[config.mk]
export PLATFORM = sky130hd
export DESIGN_NAME = two_gate_speed_length_meter
export DESIGN_NICKNAME = d
export VERILOG_FILES = /design/src/hw/rtl/tgslm_pkg.sv /design/src/hw/rtl/two_gate_speed_length_meter.sv /design/src/hw/rtl/tgslm_div.sv
export SDC_FILE = /design/constraint.sdc
export NUM_CORES = 2
export LEC_CHECK = 0
export BUFFER_PORTS_ARGS = -buffer_cell sky130_fd_sc_hd__buf_2
export CAP_MARGIN = 5
export CORE_MARGIN = 2
export CORE_UTILIZATION = 59
export DETAILED_ROUTE_END_ITERATION = 16
export PLACE_DENSITY = 0.79
export SLEW_MARGIN = 20
export SYNTH_ARGS = -nofsm -noshare
export SYNTH_HDL_FRONTEND = slang
export SYNTH_SLANG_ARGS = --single-unit
[constraint.sdc]
create_clock -name clk -period 19 [get_ports clk]
set_clock_uncertainty 0.2 [all_clocks]
set_input_delay 0.95 -clock clk [delete_from_list [all_inputs] [get_ports clk]]
set_output_delay 0.95 -clock clk [all_outputs]
set_load 0.005 [all_outputs]
[src/hw/rtl/tgslm_pkg.sv]
// ----------------------------------------------------------------------------
// tgslm_pkg: shared types and constants of the two-gate speed and length meter
// Edge event and result payloads, register indexes, reset values, datapath
// widths and the divider status group.
// ----------------------------------------------------------------------------
package tgslm_pkg;

  localparam int TIME_W   = 32;  // millisecond timestamps and durations
  localparam int CFG_W    = 16;  // every configuration register
  localparam int CFG_IDX_W = 2;
  localparam int NUM_W    = 48;  // numerator (distance times 1000 or mean)
  localparam int DEN_W    = 32;  // magnitude of dt
  localparam int OUT_W    = 48;  // signed fixed-point result fields

  localparam int SPEED_SCALE = 1000;  // ms to s

  localparam logic [CFG_IDX_W-1:0] CFG_DEBOUNCE  = 2'd0;
  localparam logic [CFG_IDX_W-1:0] CFG_TOLERANCE = 2'd1;
  localparam logic [CFG_IDX_W-1:0] CFG_DISTANCE  = 2'd2;

  localparam logic [CFG_W-1:0] DEBOUNCE_RST  = 16'd10;
  localparam logic [CFG_W-1:0] TOLERANCE_RST = 16'd100;
  localparam logic [CFG_W-1:0] DISTANCE_RST  = 16'd10;

  // Saturation bounds of a result magnitude
  localparam logic [OUT_W-1:0] LIM_POS = 48'h7FFF_FFFF_FFFF;
  localparam logic [OUT_W-1:0] LIM_NEG = 48'h8000_0000_0000;

  typedef struct packed {
    logic              channel;
    logic              level;
    logic [TIME_W-1:0] now_ms;
  } in_item_t;

  typedef struct packed {
    logic signed [OUT_W-1:0] speed_q16;
    logic signed [OUT_W-1:0] length_q16;
    logic                    divide_error;
  } out_item_t;

  typedef struct packed {
    logic busy;
    logic done;
  } div_stat_t;

endpackage

[src/hw/rtl/two_gate_speed_length_meter.sv]
// ----------------------------------------------------------------------------
// two_gate_speed_length_meter: speed and length from two occupancy gates
// Edge without a result: in_stall high through S_EVAL (and S_MATCH on a miss).
// Edge with a result: S_EVAL, S_MATCH, S_MUL, the one bit-serial divider run
// twice (speed, then length), S_DONE, then out_valid; zero dt skips to S_DONE.
// One edge at a time: in_stall stays high from transfer until the work is done.
// Synchronous active-low reset restores registers 10/100/10 and clears state.
// ----------------------------------------------------------------------------
module two_gate_speed_length_meter #(
  parameter int FRACTION_BITS = 16
) (
  input  logic                                clk,
  input  logic                                rst_n,
  input  logic                                in_valid,
  output logic                                in_stall,
  input  tgslm_pkg::in_item_t                 in_data,
  output logic                                out_valid,
  input  logic                                out_stall,
  output tgslm_pkg::out_item_t                out_data,
  input  logic                                cfg_we,
  input  logic [tgslm_pkg::CFG_IDX_W-1:0]     cfg_index,
  input  logic [tgslm_pkg::CFG_W-1:0]         cfg_wdata
);

  localparam int TIME_W = tgslm_pkg::TIME_W;
  localparam int CFG_W  = tgslm_pkg::CFG_W;
  localparam int NUM_W  = tgslm_pkg::NUM_W;
  localparam int DEN_W  = tgslm_pkg::DEN_W;
  localparam int OUT_W  = tgslm_pkg::OUT_W;
  localparam int QUO_W  = NUM_W + FRACTION_BITS;
  localparam int SPN_W  = CFG_W + 10;  // distance times 1000

  typedef enum logic [2:0] {
    S_IDLE,
    S_EVAL,
    S_MATCH,
    S_MUL,
    S_DIV_SP,
    S_DIV_LN,
    S_DONE
  } state_t;

  state_t state_r;

  // configuration
  logic [CFG_W-1:0] debounce_r;
  logic [CFG_W-1:0] tolerance_r;
  logic [CFG_W-1:0] distance_r;

  // per-gate state
  logic              prev_level_r  [2];
  logic [TIME_W-1:0] last_accept_r [2];
  logic [TIME_W-1:0] front_r       [2];
  logic [TIME_W-1:0] occupied_r    [2];
  logic              last_rising_r;

  // current item and working values
  tgslm_pkg::in_item_t item_r;
  logic              neg_r;
  logic [DEN_W-1:0]  mag_dt_r;
  logic [TIME_W-1:0] mean_r;
  logic [NUM_W-1:0]  num_sp_r;
  logic [NUM_W-1:0]  num_ln_r;
  logic [OUT_W-1:0]  speed_r;
  logic [OUT_W-1:0]  length_r;
  logic              err_r;
  logic              div_start_r;

  logic                 out_valid_r;
  tgslm_pkg::out_item_t out_data_r;

  // evaluation of the accepted edge
  logic [TIME_W-1:0] elapsed;
  logic [TIME_W-1:0] dur_new;
  logic              bounced;
  logic              fall_edge;
  logic              rise_edge;

  assign elapsed   = item_r.now_ms - last_accept_r[item_r.channel];
  assign dur_new   = item_r.now_ms - front_r[item_r.channel];
  assign bounced   = elapsed <= TIME_W'(debounce_r);
  assign fall_edge = prev_level_r[item_r.channel] && !item_r.level;
  assign rise_edge = !prev_level_r[item_r.channel] && item_r.level;

  // duration match and dt
  logic [TIME_W-1:0] dur_diff;
  logic              matched;
  logic [TIME_W-1:0] dt_raw;
  logic [TIME_W:0]   dur_sum;

  assign dur_diff = (occupied_r[1] > occupied_r[0]) ? occupied_r[1] - occupied_r[0]
                                                    : occupied_r[0] - occupied_r[1];
  assign matched  = dur_diff <= TIME_W'(tolerance_r);
  assign dt_raw   = front_r[1] - front_r[0];
  assign dur_sum  = {1'b0, occupied_r[0]} + {1'b0, occupied_r[1]};

  // shared divider
  logic [NUM_W-1:0]     div_num;
  logic [QUO_W-1:0]     div_quo;
  tgslm_pkg::div_stat_t div_stat;

  assign div_num = (state_r == S_DIV_LN) ? num_ln_r : num_sp_r;

  tgslm_div #(
    .FRAC_W (FRACTION_BITS)
  ) u_div (
    .clk   (clk),
    .rst_n (rst_n),
    .start (div_start_r),
    .num   (div_num),
    .den   (mag_dt_r),
    .quo   (div_quo),
    .stat  (div_stat)
  );

  // saturate the magnitude, then apply the sign of dt
  logic [QUO_W-1:0] lim;
  logic [QUO_W-1:0] quo_sat;
  logic [OUT_W-1:0] quo_signed;

  assign lim        = neg_r ? QUO_W'(tgslm_pkg::LIM_NEG) : QUO_W'(tgslm_pkg::LIM_POS);
  assign quo_sat    = (div_quo > lim) ? lim : div_quo;
  assign quo_signed = neg_r ? (OUT_W'(0) - quo_sat[OUT_W-1:0]) : quo_sat[OUT_W-1:0];

  logic in_xfer;
  logic out_xfer;

  assign in_xfer  = in_valid && !in_stall;
  assign out_xfer = out_valid_r && !out_stall;

  always_ff @(posedge clk) begin
    if (!rst_n) begin
      state_r       <= S_IDLE;
      debounce_r    <= tgslm_pkg::DEBOUNCE_RST;
      tolerance_r   <= tgslm_pkg::TOLERANCE_RST;
      distance_r    <= tgslm_pkg::DISTANCE_RST;
      for (int i = 0; i < 2; i++) begin
        prev_level_r[i]  <= 1'b0;
        last_accept_r[i] <= '0;
        front_r[i]       <= '0;
        occupied_r[i]    <= '0;
      end
      last_rising_r <= 1'b0;
      div_start_r   <= 1'b0;
      out_valid_r   <= 1'b0;
    end else begin
      div_start_r <= 1'b0;
      // in S_DONE the output register is reloaded below instead
      if (out_xfer && state_r != S_DONE) begin
        out_valid_r <= 1'b0;
      end

      if (cfg_we) begin
        case (cfg_index)
          tgslm_pkg::CFG_DEBOUNCE:  debounce_r  <= cfg_wdata;
          tgslm_pkg::CFG_TOLERANCE: tolerance_r <= cfg_wdata;
          tgslm_pkg::CFG_DISTANCE:  distance_r  <= cfg_wdata;
          default: ;
        endcase
      end

      case (state_r)
        S_IDLE: begin
          if (in_xfer) begin
            item_r  <= in_data;
            state_r <= S_EVAL;
          end
        end

        S_EVAL: begin
          state_r <= S_IDLE;
          if (!bounced) begin
            last_accept_r[item_r.channel] <= item_r.now_ms;
            prev_level_r[item_r.channel]  <= item_r.level;
            if (fall_edge) begin
              front_r[item_r.channel] <= item_r.now_ms;
            end else if (rise_edge) begin
              occupied_r[item_r.channel] <= dur_new;
              last_rising_r              <= item_r.channel;
              if (last_rising_r != item_r.channel) begin
                state_r <= S_MATCH;
              end
            end
          end
        end

        S_MATCH: begin
          neg_r    <= dt_raw[TIME_W-1];
          mag_dt_r <= dt_raw[TIME_W-1] ? (TIME_W'(0) - dt_raw) : dt_raw;
          mean_r   <= dur_sum[TIME_W:1];
          if (!matched) begin
            state_r <= S_IDLE;
          end else if (dt_raw == '0) begin
            speed_r  <= '0;
            length_r <= '0;
            err_r    <= 1'b1;
            state_r  <= S_DONE;
          end else begin
            err_r    <= 1'b0;
            state_r  <= S_MUL;
          end
        end

        S_MUL: begin
          num_sp_r    <= NUM_W'(SPN_W'(distance_r) * SPN_W'(tgslm_pkg::SPEED_SCALE));
          num_ln_r    <= NUM_W'(distance_r) * NUM_W'(mean_r);
          div_start_r <= 1'b1;
          state_r     <= S_DIV_SP;
        end

        S_DIV_SP: begin
          if (div_stat.done) begin
            speed_r     <= quo_signed;
            div_start_r <= 1'b1;
            state_r     <= S_DIV_LN;
          end
        end

        S_DIV_LN: begin
          if (div_stat.done) begin
            length_r <= quo_signed;
            state_r  <= S_DONE;
          end
        end

        S_DONE: begin
          // hold until the output register is free
          if (!out_valid_r || !out_stall) begin
            out_data_r.speed_q16    <= speed_r;
            out_data_r.length_q16   <= length_r;
            out_data_r.divide_error <= err_r;
            out_valid_r             <= 1'b1;
            state_r                 <= S_IDLE;
          end
        end

        default: state_r <= S_IDLE;
      endcase
    end
  end

  assign in_stall  = state_r != S_IDLE;
  assign out_valid = out_valid_r;
  assign out_data  = out_data_r;

  a_in_goes_eval: assert property (@(posedge clk) disable iff (!rst_n)
    in_xfer |=> state_r == S_EVAL)
    else $error("input transfer did not start evaluation");

  a_div_idle: assert property (@(posedge clk) disable iff (!rst_n)
    (state_r == S_IDLE) |-> !div_stat.busy)
    else $error("divider busy while sequencer idle");

  a_done_in_div: assert property (@(posedge clk) disable iff (!rst_n)
    div_stat.done |-> (state_r == S_DIV_SP || state_r == S_DIV_LN))
    else $error("divider finished outside a divide state");

  a_err_zero: assert property (@(posedge clk) disable iff (!rst_n)
    (out_valid_r && out_data_r.divide_error) |->
      (out_data_r.speed_q16 == '0 && out_data_r.length_q16 == '0))
    else $error("divide error result carries nonzero values");

endmodule

[src/hw/rtl/tgslm_div.sv]
// ----------------------------------------------------------------------------
// tgslm_div: bit-serial restoring divider
// Divides num * 2^FRAC_W by den, one quotient bit per cycle. The quotient
// shifts in behind the dividend bits in the same register.
// ----------------------------------------------------------------------------
module tgslm_div #(
  parameter int FRAC_W = 16
) (
  input  logic                                 clk,
  input  logic                                 rst_n,
  input  logic                                 start,
  input  logic [tgslm_pkg::NUM_W-1:0]          num,
  input  logic [tgslm_pkg::DEN_W-1:0]          den,
  output logic [tgslm_pkg::NUM_W+FRAC_W-1:0]   quo,
  output tgslm_pkg::div_stat_t                 stat
);

  localparam int DVD_W = tgslm_pkg::NUM_W + FRAC_W;
  localparam int DEN_W = tgslm_pkg::DEN_W;
  localparam int CNT_W = $clog2(DVD_W);
  localparam logic [CNT_W-1:0] LAST = CNT_W'(DVD_W - 1);

  logic             busy_r;
  logic             done_r;
  logic [CNT_W-1:0] cnt_r;
  logic [DEN_W-1:0] den_r;
  logic [DEN_W-1:0] rem_r;
  logic [DVD_W-1:0] dvd_r;

  logic [DEN_W:0]   trial;
  logic [DEN_W:0]   trial_sub;
  logic             fits;

  assign trial     = {rem_r, dvd_r[DVD_W-1]};
  assign fits      = trial >= {1'b0, den_r};
  assign trial_sub = trial - {1'b0, den_r};

  always_ff @(posedge clk) begin
    if (!rst_n) begin
      busy_r <= 1'b0;
      done_r <= 1'b0;
      cnt_r  <= '0;
    end else begin
      done_r <= 1'b0;
      if (busy_r) begin
        rem_r <= fits ? trial_sub[DEN_W-1:0] : trial[DEN_W-1:0];
        dvd_r <= {dvd_r[DVD_W-2:0], fits};
        cnt_r <= cnt_r + 1'b1;
        if (cnt_r == LAST) begin
          busy_r <= 1'b0;
          done_r <= 1'b1;
        end
      end else if (start) begin
        busy_r <= 1'b1;
        cnt_r  <= '0;
        rem_r  <= '0;
        den_r  <= den;
        dvd_r  <= DVD_W'(num) << FRAC_W;
      end
    end
  end

  assign quo       = dvd_r;
  assign stat.busy = busy_r;
  assign stat.done = done_r;

endmodule

; After elaboration in Yosys (flattened, before gate mapping)
; Memories as Yosys holds them, arrays and structs flattened. A register that Yosys moved wholly into a read port is not among the register bits.
; Cells that the tools add are included.
[op_classes]
n_mux = 70
n_addsub = 10
magnitude_cmp = 5
n_eq_ne = 17
mul = 2
n_reduce_logical = 37
bitwise = 3
[op_table]
columns = cell, count
row1 = $mux W48, 7
row2 = $mux W32, 7
row3 = $pmux W48 S2, 2
row4 = $sub A32 B32 Y32, 6
row5 = $mux W64, 2
row6 = $reduce_or A32 Y1, 3
row7 = $gt A64 B48 Y1, 1
row8 = $le A32 B16 Y1, 2
row9 = $mul A16 B32 Y48, 1
row10 = $sub A1 B48 Y48 const A, 1
row11 = $mux W1, 37
row12 = $add A32 B32 Y33, 1
row13 = $ge A33 B32 Y1, 1
row14 = $gt A32 B32 Y1, 1
row15 = $logic_not A32 Y1, 1
row16 = $sub A1 B32 Y32 const A, 1
row17 = $mux W31, 1
row18 = $mul A16 B7 Y23 const B, 1
row19 = $pmux W3 S7, 1
row20 = $mux W3, 6
row21 = $reduce_and A2 Y1, 7
row22 = $mux W6, 2
row23 = $reduce_and A3 Y1, 4
row24 = $reduce_and A5 Y1, 2
row25 = 23 further kinds, 46
[word_totals]
memories = 4
in_bits = 57
ram_bits = 194
reg_bits = 554
output_inout_bits = 99
wordCells = 176
[memory_table]
columns = name, words, word_bits, rd, rd_clocked_by_memory_dff, write_ports, line
row1 = front_r, 2, 32, 3, 1, 2, two_gate_speed_length_meter.sv:53  ; logic [TIME_W-1:0] front_r [2];
row2 = last_accept_r, 2, 32, 1, 1, 2, two_gate_speed_length_meter.sv:52  ; logic [TIME_W-1:0] last_accept_r [2];
row3 = occupied_r, 2, 32, 2, 0, 2, two_gate_speed_length_meter.sv:54  ; logic [TIME_W-1:0] occupied_r [2];
row4 = prev_level_r, 2, 1, 1, 1, 2, two_gate_speed_length_meter.sv:51  ; logic prev_level_r [2];

; Logic depth before layout (Yosys ltp)
[depth]
ltp_word = 10
depth_mapped = 28
depth_no_buf = 27

; Hierarchy
; From an unflattened synthesis, not the netlist that was laid out.
[unflattened]
cells_unflattened = 6346
area_unflattened_um2 = 62910.3
[modules_own_cells]
columns = mod, n_inst, area_per_inst_um2, cells_per_inst, seq_area_each_um2
row1 = two_gate_speed_length_meter, 1, 55389.4, 5691, 17837.1
row2 = tgslm_div, 1, 7521.0, 655, 4003.8

; Least setup slack after synthesis
; OpenSTA, ideal clock, no wires.
[synth_path]
path_type = input to register
from = input rst_n
to = register length_r[0], enable pin
path_slack_ns = 8.420
t_required_ns = 18.280
path_stages = 5
path_buffers = 1
t_arrival_ns = 9.860
setup_ns = 0.520
cell_sequence = clkbuf_1 -> nand2_1 -> nor3_1 -> nand2_1 -> o21ai_0
[synth_via]
elab_chain_cells = 1
[synth_rtl]
columns = element, line
row1 = "start, declared", two_gate_speed_length_meter.sv:13  ; input logic rst_n,
row2 = $reduce_and A5 Y1 (no line), --
row3 = "end signal, assigned", two_gate_speed_length_meter.sv:221  ; length_r <= quo_signed;
row4 = "end, declared", two_gate_speed_length_meter.sv:65  ; logic [OUT_W-1:0] length_r;
; No other way between the ends.
; A chain may end at the register's enable or synchronous reset.

; Worst setup path in the final report
[layout_path]
from = register distance_r[5]
to = register num_ln_r[46], data pin
[layout_via]
elab_chain_cells = 1
[layout_rtl]
columns = element, line
row1 = "start, declared", two_gate_speed_length_meter.sv:48  ; logic [CFG_W-1:0] distance_r;
row2 = "start signal, assigned", two_gate_speed_length_meter.sv:136  ; distance_r <= tgslm_pkg::DISTANCE_RST;
row3 = "start signal, assigned", two_gate_speed_length_meter.sv:157  ; tgslm_pkg::CFG_DISTANCE: distance_r <= cfg_wdata;
row4 = $mul A16 B32 Y48, two_gate_speed_length_meter.sv:206  ; num_ln_r <= NUM_W'(distance_r) * NUM_W'(mean_r);
row5 = "end signal, assigned", two_gate_speed_length_meter.sv:206
row6 = "end, declared", two_gate_speed_length_meter.sv:63  ; logic [NUM_W-1:0] num_ln_r;
; No other way between the ends.

==> results.json <==
{
  "post-route-period-util_pct": 43.79,
  "cp-end-kind": "flop",
  "clk_latency_ps": 680,
  "netlist_instances": 6156,
  "drc_errors": 0,
  "layout.nets": 7202,
  "hpwl_mm": 113.3,
  "postCtsSetupRepairBufs": 0,
  "p_int_uw": 3313,
  "startpoint_type": "flop",
  "ys_ff_latch": 749,
  "grt_max_degree": 132,
  "arrival_ps": 8520,
  "wl_per_cell_um": 19.92,
  "power_uw": 4865,
  "cts_htree_levels": 3,
  "routed_wl_mm": 152.2,
  "ctsHoldBuffers": 0,
  "yosysWarnings": 0,
  "cts_buffers": 82,
  "grt_overflow_total": 0,
  "rows": 118,
  "setup_viol": 0,
  "sw_frac_of_total_pct": 31.90,
  "utilization_pct": 63.88,
  "area_growth_syn_to_layout_pct": 7.649,
  "max_freq_ghz": 0.1202,
  "clock-sinks": 749,
  "drv_slew": 0,
  "maxCapViolCount": 0,
  "relSlewSlack_pct": 25.37,
  "grt_usage_pct": 28.95,
  "fill_cells": 8148,
  "worst_path_most_repeated_cell": "fa_1",
  "p_leak_uw": 0.02888,
  "die_x_um": 326.2,
  "synth_ff_type": "edfxtp_1",
  "cts_resized": 0,
  "power_switching_uw": 1552,
  "pwr-share-comb_pct": 27.9,
  "clkPwrFrac_pct": 32.9,
  "path_class": "flop to flop",
  "synthArstFlopShare_pct": 0,
  "port_buffers": 155,
  "syn_avg_cell_area_sq_um": 9.948,
  "antenna_found_initial": 4,
  "rsz0062_at_grt": "false",
  "peakVddDrop_v": 0.00008746,
  "slowest_delay_ps": 560,
  "place_congestion": 0.9526,
  "routed_via_density": 5.909,
  "boundaryPins": 156,
  "tightest_slew_ps": 1119,
  "outcome": "finished, final reports clean",
  "synth_area_sq_mm": 0.06124,
  "p_per_area_mw_per_mm2": 73.79,
  "start_util_pct": 59.34,
  "finalCriticalPeriod_ps": 8321,
  "first_global_vias": 45910,
  "drtPass1Iterations": 7,
  "cts_tree": "done",
  "route.vias.total": 45140,
  "synth_enable_flop_cells": 684,
  "clockBufferDepth": 3,
  "grt_pass1_wl_mm": 244.4,
  "min_path_type": "flop to flop",
  "critPathMaxFanout": 31,
  "p_seq_share_pct": 39.2,
  "slowest_stage": "fa_1",
  "core_area_sq_mm": 0.1032,
  "drive_above_1_share_pct": 6.473,
  "die_h_um": 326.2,
  "syn_nets": 7168,
  "drt_iter0_markers": 3793,
  "drtAntennaViolNets": 0,
  "synthTopCellsByArea": "edfxtp_1, fa_1, ha_1",
  "dieArea_sq_mm": 0.1064,
  "seq_area_frac_synth_pct": 35.66,
  "required_ps": 19200,
  "finalSetupTns_ps": 0,
  "cts-root-buf": "clkbuf_16",
  "cts.reportedPaths.clkPinSlew_ps": 60,
  "yosys.area.top_type": "edfxtp_1",
  "hold_violations": 0,
  "yosysUniqueCellTypes": 91,
  "synth_top_area_share_pct": 33.54
}
cells in the mapped netlist (22+ instances only):
master / n
a211oi_1: 25
a21boi_0: 83
a21o_1: 119
a21oi_1: 289
a31oi_1: 36
and2_1: 318
and3_1: 95
buf_2: 24
clkbuf_1: 213
dfxtp_1: 65
edfxtp_1: 684
fa_1: 479
ha_1: 476
inv_1: 728
mux2i_1: 102
nand2_1: 709
nand2b_1: 44
nand3_1: 71
nand4_1: 52
nor2_1: 422
nor2b_1: 57
nor3_1: 84
nor4_1: 29
o211ai_1: 22
o21a_1: 56
o21ai_0: 254
o21bai_1: 45
o31ai_1: 25
or3_1: 28
xnor2_1: 175
xor2_1: 77
worst max-delay path: cells and delay by family, from the launching register on:
family,cells,cell delay (ps)
and+or+nand+nor,2,390
adders and majority gates,7,3250
xor gates and xnor gates,1,160
AOI/OAI and AO/OA,11,2900
buffers and inverters,5,700
DFF,1,480
path summary, 6_finish.rpt:
path / from / cells past startpoint / to / slack (ps)
setup / recovery: distance_r[5] / 26 / num_ln_r[46] / 10680
hold / removal: length_r[19] / 0 / out_data[20] / 220
setup reg to reg: distance_r[5] / 26 / num_ln_r[46] / 10680
hold reg to reg: length_r[19] / 0 / out_data[20] / 220
layout make-up:
type                       instances  area [sq um]  share of cell area [%]
antenna                            3         7.507                 0.01139
timing repair buffer             203          1140                   1.729
multi-input combinational       4422         35770                   54.26
clock inverter                    54         531.8                  0.8066
tap                             1380          1727                   2.619
clock buffer                      97          2150                   3.261
inverter                         732          2748                   4.168
sequential                       749         21850                   33.14
power groups by stage:
| stage | registers [uW] | logic (uW) | clock network (uW) |
|---|---|---|---|
| 4_1_cts | 1910 | 1360 | 1620 |
| 3_5_place_dp | 1940 | 1350 | 0 |
| 2_1_floorplan | 1920 | 994 | 0 |
| 6_report | 1910 | 1360 | 1600 |
| 5_1_grt | 1910 | 1520 | 1690 |
| 3_3_place_gp | 1940 | 1320 | 0 |
flip-flops by register name, summed over array words and instances (netlist names), 34 cells and up, named ones only:
name,cells
last_accept_r,64
length_r,48
u_div.quo,64
occupied_r,64
num_ln_r,48
speed_r,48
out_data,97
item_r,34
front_r,64
cells by family (layout without fill, tap and decap cells):
group / Yosys count / in the layout / synth area share, %
other: 0 / 3 / 0
buffers and inverters: 985 / 1086 / 6.086
XOR/XNOR: 252 / 252 / 3.604
AO/OA/AOI/OAI: 1115 / 1115 / 11.77
multiplexers: 111 / 111 / 1.833
flip-flops: 749 / 749 / 35.66
AND/OR/NAND/NOR: 1989 / 1989 / 15.66
adder cells (fa/ha/maj): 955 / 955 / 25.38
per-layer routing:
| layer | vias to the layer above | global-route usage, % | routed length, um |
|---|---|---|---|
| li1 | 20980 | - | - |
| met1 | 22200 | 36.91 | 61700 |
| met2 | 1628 | 49.88 | 75010 |
| met3 | 334 | 3.873 | 9001 |
| met4 | 0 | 11.82 | 6500 |
| met5 | - | 0 | 0 |
cell usage in the layout, fill, tap and decap left out, drive strengths merged, types with 45 or more instances in the layout:
cell type  netlist  final
a21boi          84     84
a21o           119    119
a21oi          289    289
and2           318    318
and3            95     95
buf             40    203
clkbuf         213     97
dfxtp           65     65
edfxtp         684    684
fa             479    479
ha             476    476
inv            728    739
mux2i          102    102
nand2          709    709
nand3           71     71
nand4           52     52
nor2           425    425
nor2b           57     57
nor3            86     86
o21a            56     56
o21ai          261    261
o21bai          45     45
xnor2          175    175
xor2            77     77
through the flow:
stage / setup slack (ps) / std cells / area (sq um) / hold WS [ps]
after floorplan: 8420 / 6156 / 61240 / 200.3
after global placement: 10420 / 7486 / 63230 / 201.1
after detailed placement: 10740 / 7486 / 63230 / 204.5
after CTS: 10700 / 7637 / 65910 / 197.8
after global routing: 10120 / 7637 / 65920 / 211.5
final: 10680 / 7640 / 65930 / 216.2
Note: power is estimated with default switching activity, not from simulation.
